## config.mk

```make
export PLATFORM = sky130hd
export DESIGN_NAME = msrc_frame_rx
export DESIGN_NICKNAME = d
export VERILOG_FILES = /design/src/msrc_pkg.sv /design/src/msrc_frame_rx.sv
export SDC_FILE = /design/constraint.sdc
export NUM_CORES = 1
export LEC_CHECK = 0
export BUFFER_PORTS_ARGS = -buffer_cell sky130_fd_sc_hd__buf_2
export CAP_MARGIN = 20
export CORE_MARGIN = 4
export CORE_UTILIZATION = 52
export DETAILED_ROUTE_END_ITERATION = 6
export PLACE_DENSITY = 0.87
export SETUP_SLACK_MARGIN = 0.5
export SLEW_MARGIN = 20
export SYNTH_ARGS = -nofsm -noshare
export SYNTH_HDL_FRONTEND = slang
export SYNTH_SLANG_ARGS = --single-unit
export TNS_END_PERCENT = 10
```

## constraint.sdc

```tcl
create_clock -name clk -period 4.5 [get_ports clk]
set_input_delay 0.9 -clock clk [delete_from_list [all_inputs] [get_ports clk]]
set_output_delay 0.9 -clock clk [all_outputs]
set_load 0.01 [all_outputs]
```

## src/msrc_pkg.sv

```systemverilog
// Package for the Modbus RTU sensor response checker.
// Holds action codes, CRC-16/MODBUS constants, frame layout and shared types.
// No dependencies.
package msrc_pkg;

  // Action codes carried with each input beat
  localparam logic [1:0] ACT_BYTE = 2'd0;  // frame byte
  localparam logic [1:0] ACT_LAST = 2'd1;  // last byte of frame
  localparam logic [1:0] ACT_FAIL = 2'd2;  // exchange failed, no frame
  localparam logic [1:0] ACT_NOP  = 2'd3;  // unused, ignored

  // CRC-16/MODBUS
  localparam logic [15:0] CRC_INIT = 16'hFFFF;
  localparam logic [15:0] CRC_POLY = 16'hA001;

  // Frame layout: seven big-endian readings in bytes 3..16
  localparam int unsigned NUM_READINGS = 7;
  localparam logic [4:0]  RD_FIRST     = 5'd3;
  localparam logic [4:0]  RD_LAST      = 5'd16;
  localparam logic [4:0]  POS_MAX      = 5'd31;

  localparam logic [6:0]  LIMIT_RESET  = 7'd60;

  typedef logic [NUM_READINGS-1:0][15:0] reading_arr_t;

  // End-of-exchange status from the frame receiver
  typedef struct packed {
    logic exch_end;    // beat closes an exchange (last byte or failure)
    logic frame_good;  // right length and CRC residue zero
  } frame_status_t;

  // One byte of CRC-16/MODBUS, LSB first
  function automatic logic [15:0] crc16_byte(input logic [15:0] crc, input logic [7:0] b);
    logic [15:0] c;
    c = crc ^ {8'h00, b};
    for (int k = 0; k < 8; k++) begin
      c = c[0] ? ((c >> 1) ^ CRC_POLY) : (c >> 1);
    end
    return c;
  endfunction

endpackage

```

## src/msrc_frame_rx.sv

```systemverilog
// Frame receiver: running CRC, byte position and staged readings.
// Depends on msrc_pkg.
module msrc_frame_rx #(
  parameter int unsigned FRAME_LEN = 19
) (
  input  logic                  clk,
  input  logic                  rst_n,
  input  logic                  beat,
  input  logic [1:0]            action,
  input  logic [7:0]            rx_byte,
  output msrc_pkg::frame_status_t status,
  output msrc_pkg::reading_arr_t  staged
);
  import msrc_pkg::*;

  localparam logic [4:0] LEN_M1 = 5'(FRAME_LEN - 1);

  logic [15:0]  crc_r, crc_nxt, crc_upd;
  logic [4:0]   pos_r, pos_nxt;
  reading_arr_t staged_r;
  logic         in_rd_span;
  logic [4:0]   rd_off;
  logic [2:0]   rd_idx;

  assign crc_upd    = crc16_byte(crc_r, rx_byte);
  assign in_rd_span = (pos_r >= RD_FIRST) && (pos_r <= RD_LAST);
  assign rd_off     = pos_r - RD_FIRST;
  assign rd_idx     = rd_off[3:1];

  // Exchange status for the current beat
  always_comb begin
    status.exch_end   = beat && ((action == ACT_LAST) || (action == ACT_FAIL));
    status.frame_good = (action == ACT_LAST) && (pos_r == LEN_M1) && (crc_upd == 16'h0000);
  end

  // CRC and position next state
  always_comb begin
    crc_nxt = crc_r;
    pos_nxt = pos_r;
    if (beat) begin
      case (action)
        ACT_BYTE: begin
          crc_nxt = crc_upd;
          pos_nxt = (pos_r == POS_MAX) ? pos_r : pos_r + 5'd1;
        end
        ACT_LAST, ACT_FAIL: begin
          crc_nxt = CRC_INIT;
          pos_nxt = '0;
        end
        default: begin
        end
      endcase
    end
  end

  always_ff @(posedge clk) begin
    if (!rst_n) begin
      crc_r <= CRC_INIT;
      pos_r <= '0;
    end else begin
      crc_r <= crc_nxt;
      pos_r <= pos_nxt;
    end
  end

  // Staged readings: odd position is the high byte
  always_ff @(posedge clk) begin
    if (beat && ((action == ACT_BYTE) || (action == ACT_LAST)) && in_rd_span) begin
      for (int r = 0; r < NUM_READINGS; r++) begin
        if (rd_idx == 3'(r)) begin
          if (pos_r[0]) staged_r[r][15:8] <= rx_byte;
          else          staged_r[r][7:0]  <= rx_byte;
        end
      end
    end
  end

  assign staged = staged_r;

endmodule

```

==> load_flow_metrics.sql <==
INSERT INTO impl_metrics (metric_group, metric, value, unit) VALUES
('outcome', 'run_status', 'finished clean', ''),
('layout', 'nNetsFinal', '480', ''),
('die', 'die-area', '0.01083', 'sq mm'),
('placement', 'placement.cell_area', '0.005640', 'sq mm'),
('sta', 'finalCriticalPeriod', '4.168', 'ns'),
('setup_path', 'reg2reg_setup_slack', '1.87', 'ns'),
('hold_path', 'kind_of_path_behind_the_tightest_hold_check', 'reg -> reg', ''),
('hold_path', 'whs_path_depth', '2', ''),
('placement', 'dp.cells', '532', ''),
('layout', 'antenna_cells', '0', ''),
('die', 'io_pins', '127', ''),
('routing', 'post_drt_via_cell_ratio', '5.453', ''),
('clock_network', 'htree_num_levels', '4', ''),
('setup_path', 'crit_fanout', '2', ''),
('synthesis', 'synthDominantCellAreaShare', '0.7007', ''),
('sta', 'min_period_over_period', '0.9262', ''),
('setup_path', 'worst-setup-path-type', 'in -> out', ''),
('synthesis', 'synth.largest_area_cell', 'edfxtp_1', ''),
('placement', 'buffer_ports.inserted', '126', ''),
('setup_path', 'critical_path_arrival', '3.27', 'ns'),
('run', 'timing.max_cap.violations', '0', ''),
('clock_network', 'clk_slew_on_worst_s_h_paths', '0.06', 'ns'),
('sta', 'worst_pin_slew', '1.026', 'ns'),
('clock_network', 'buffer_levels_on_the_longest_clock_path', '2', ''),
('die', 'dieHeight', '104.1', 'um'),
('synthesis', 'ys_warn_count', '0', ''),
('sta', 'fin_setup_tns', '0', 'ns'),
('setup_path', 'r2r.worst_path.cells', '6', ''),
('routing', 'first_iter_violations', '185', ''),
('routing', 'wire_per_inst', '19.57', 'um'),
('die', 'core_region', '0.008848', 'sq mm'),
('sta', 'hold_viol_final', '0', ''),
('synthesis', 'postSynthRegisterBits', '133', ''),
('die', 'start_util', '0.5424', ''),
('synthesis', 'portion_of_the_post_synthesis_area_used_by_sequential_elements', '0.7883', ''),
('synthesis', 'synthTopCellsByCount', 'edfxtp_1 (112), nand2_1 (22), dfxtp_1 (21), nor2_1 (16), xnor2_1 (16)', ''),
('synthesis', 'post-synth-top-count-cell', 'edfxtp_1', ''),
('layout', 'fin_area', '0.006606', 'sq mm'),
('layout', 'filler_cell_count', '535', ''),
('placement', 'placer_congestion_estimate', '0.8157', ''),
('clock_network', 'clock_insertion_delay_worst_skew', '0.51', 'ns'),
('setup_path', 'r2r_start', 'pos_r[1]', ''),
('grt', 'global_route_wire_length_before_repair', '17450', 'um'),
('clock_network', 'tritoncts_clock_tree', 'yes', ''),
('grt', 'global_route_usage_over_all_layers', '0.2126', ''),
('sta', 'rsz0062_at_grt', 'true', ''),
('clock_network', 'numClockSinks', '133', ''),
('grt', 'pin_count_of_the_biggest_net_entering_global_routing', '23', ''),
('routing', 'route.vias.total', '3163', ''),
('synthesis', 'synth_area', '0.004800', 'sq mm'),
('power_and_ir_drop', 'vdd_ir_drop_max', '0.2426', 'mV'),
('sta', 'final_max_slew_viol_count', '0', ''),
('die', 'floorplan.rows', '34', ''),
('routing', 'drc', '0', ''),
('synthesis', 'yosys-top-cells-area', 'edfxtp_1 (70%), dfxtp_1 (8.8%), xnor2_1 (2.9%)', ''),
('synthesis', 'dominantRegCellSynth', 'edfxtp_1', ''),
('setup_path', 'worstPathRequired', '3.60', 'ns'),
('sta', 'skew', '0.01104', 'ns'),
('grt', 'first_global_vias', '3230', ''),
('setup_path', 'end_kind', 'output port', ''),
('synthesis', 'share_of_async_settable_or_async_resettable_flops_after_synthesis', '0', ''),
('setup_path', 'timing.critical_path.to', 'status[0]', ''),
('grt', 'grt_antenna_before_repair', '0', ''),
('routing', 'drtPass1Iterations', '5', ''),
('synthesis', 'synth_enable_flop_cells', '112', ''),
('clock_network', 'root_buf_cell', 'clkbuf_8', ''),
('layout', 'finalNonFillerCells', '580', ''),
('die', 'die_x', '104.1', 'um'),
('routing', 'routed_wirelength', '11350', 'um'),
('grt', 'grt_remaining_overflow', '0', ''),
('synthesis', 'syn-instance-count', '293', '');
==> how the worst min path moves through the flow <==
stage / startpoint / to / slack (ns)
after floorplan: crc_r[9] / crc_r[9] / 0.45
after global placement: crc_r[9] / crc_r[9] / 0.50
after detailed placement: crc_r[9] / crc_r[9] / 0.49
after CTS: crc_r[9] / crc_r[9] / 0.51
after global routing: crc_r[7] / crc_r[7] / 0.56
final: crc_r[12] / crc_r[12] / 0.52
==> state kept, by name, indices dropped and copies added (netlist names) <==
signal / count
crc_r: 16
pos_r: 5
staged: 112
==> metal layers <==
| layer | wire, um | part of all wire | GRT usage | vias to the layer above |
|---|---|---|---|---|
| li1 | - | - | - | 1433 |
| met2 | 5948 | 0.52 | 0.3728 | 135 |
| met3 | 660 | 0.058 | 0.05462 | 19 |
| met4 | 297 | 0.026 | 0.1054 | 0 |
| met5 | 0 | 0 | 0 | - |
| met1 | 4445 | 0.39 | 0.2408 | 1576 |
==> cells by family (layout without fill, tap and decap cells) <==
family	after synthesis	after routing	synth area share
AO/OA/AOI/OAI	33	33	0.04171
XOR/XNOR	26	26	0.05214
buffers and inverters	14	193	0.01095
adder cells (fa/ha/maj)	8	8	0.02086
AND/OR/NAND/NOR	77	77	0.08160
flip-flops	133	133	0.7883
multiplexers	2	2	0.004432
==> area by class of cell <==
cell class / instances / share of cell area
repair buffers: 157 / 0.1377
flip-flops and latches: 133 / 0.5727
well taps: 108 / 0.02045
multi-input cells: 146 / 0.1737
clock inverters: 14 / 0.02992
inverters: 4 / 0.002273
clock buffers: 18 / 0.06326
==> worst max-delay path, cell delays in order <==
cell	delay, ns
buf_12	0.11
xor2_4	0.16
xnor2_2	0.26
xor2_2	0.24
xnor2_2	0.19
ha_4	0.27
xnor2_4	0.16
nand3_2	0.10
nor4_2	0.21
nand4_1	0.15
nor4b_2	0.33
buf_2	0.18
==> per-stage QoR <==
stage                     setup WS, ns  utilization  hold slack, ns
after floorplan                 0.5583            -          0.4491
after global placement          0.1713       0.6374          0.4962
after detailed placement       0.03817       0.6374          0.4871
after CTS                       0.3902       0.7415          0.5067
after global routing            0.2401       0.7466          0.5565
final                           0.3323       0.7466          0.5238
==> where the power goes <==
group / total [mW] / switching (mW) / internal, mW
clock: 1.42 / 0.510 / 0.906
combinational: 0.365 / 0.164 / 0.201
sequential: 1.36 / 0.0124 / 1.34
total: 3.14 / 0.686 / 2.45
==> repair_timing <==
item	CTS	global route
hold endpoints to repair	0	0
gates resized for setup	30	4
cloned	0	0
setup buffers	14	2
hold buffers	0	0
pin swaps	15	10
setup endpoints to repair	1	1
==> placed cells by master, fill, tap and decap left out, drive strengths merged <==
cell        n
dfxtp      21
nand2      22
nand4       1
nand3b      1
xor2        8
nand2b      2
nor2b       5
edfxtp    112
a22oi       2
ha          8
and3        1
a21boi      2
nor4b       1
clkbuf     18
buf       157
o2bb2ai     1
nor3b       7
nand3       4
mux2        1
o22ai       6
o211ai      1
inv         8
a211oi      2
o21ai      10
clkinvlp    2
nor3       13
o31ai       1
nor2       16
or4         1
clkinv      4
mux2i       1
nor4        2
and2        1
a41oi       1
bufinv      4
a21oi       7
xnor2      18
Power figures use the tool's default switching activity.
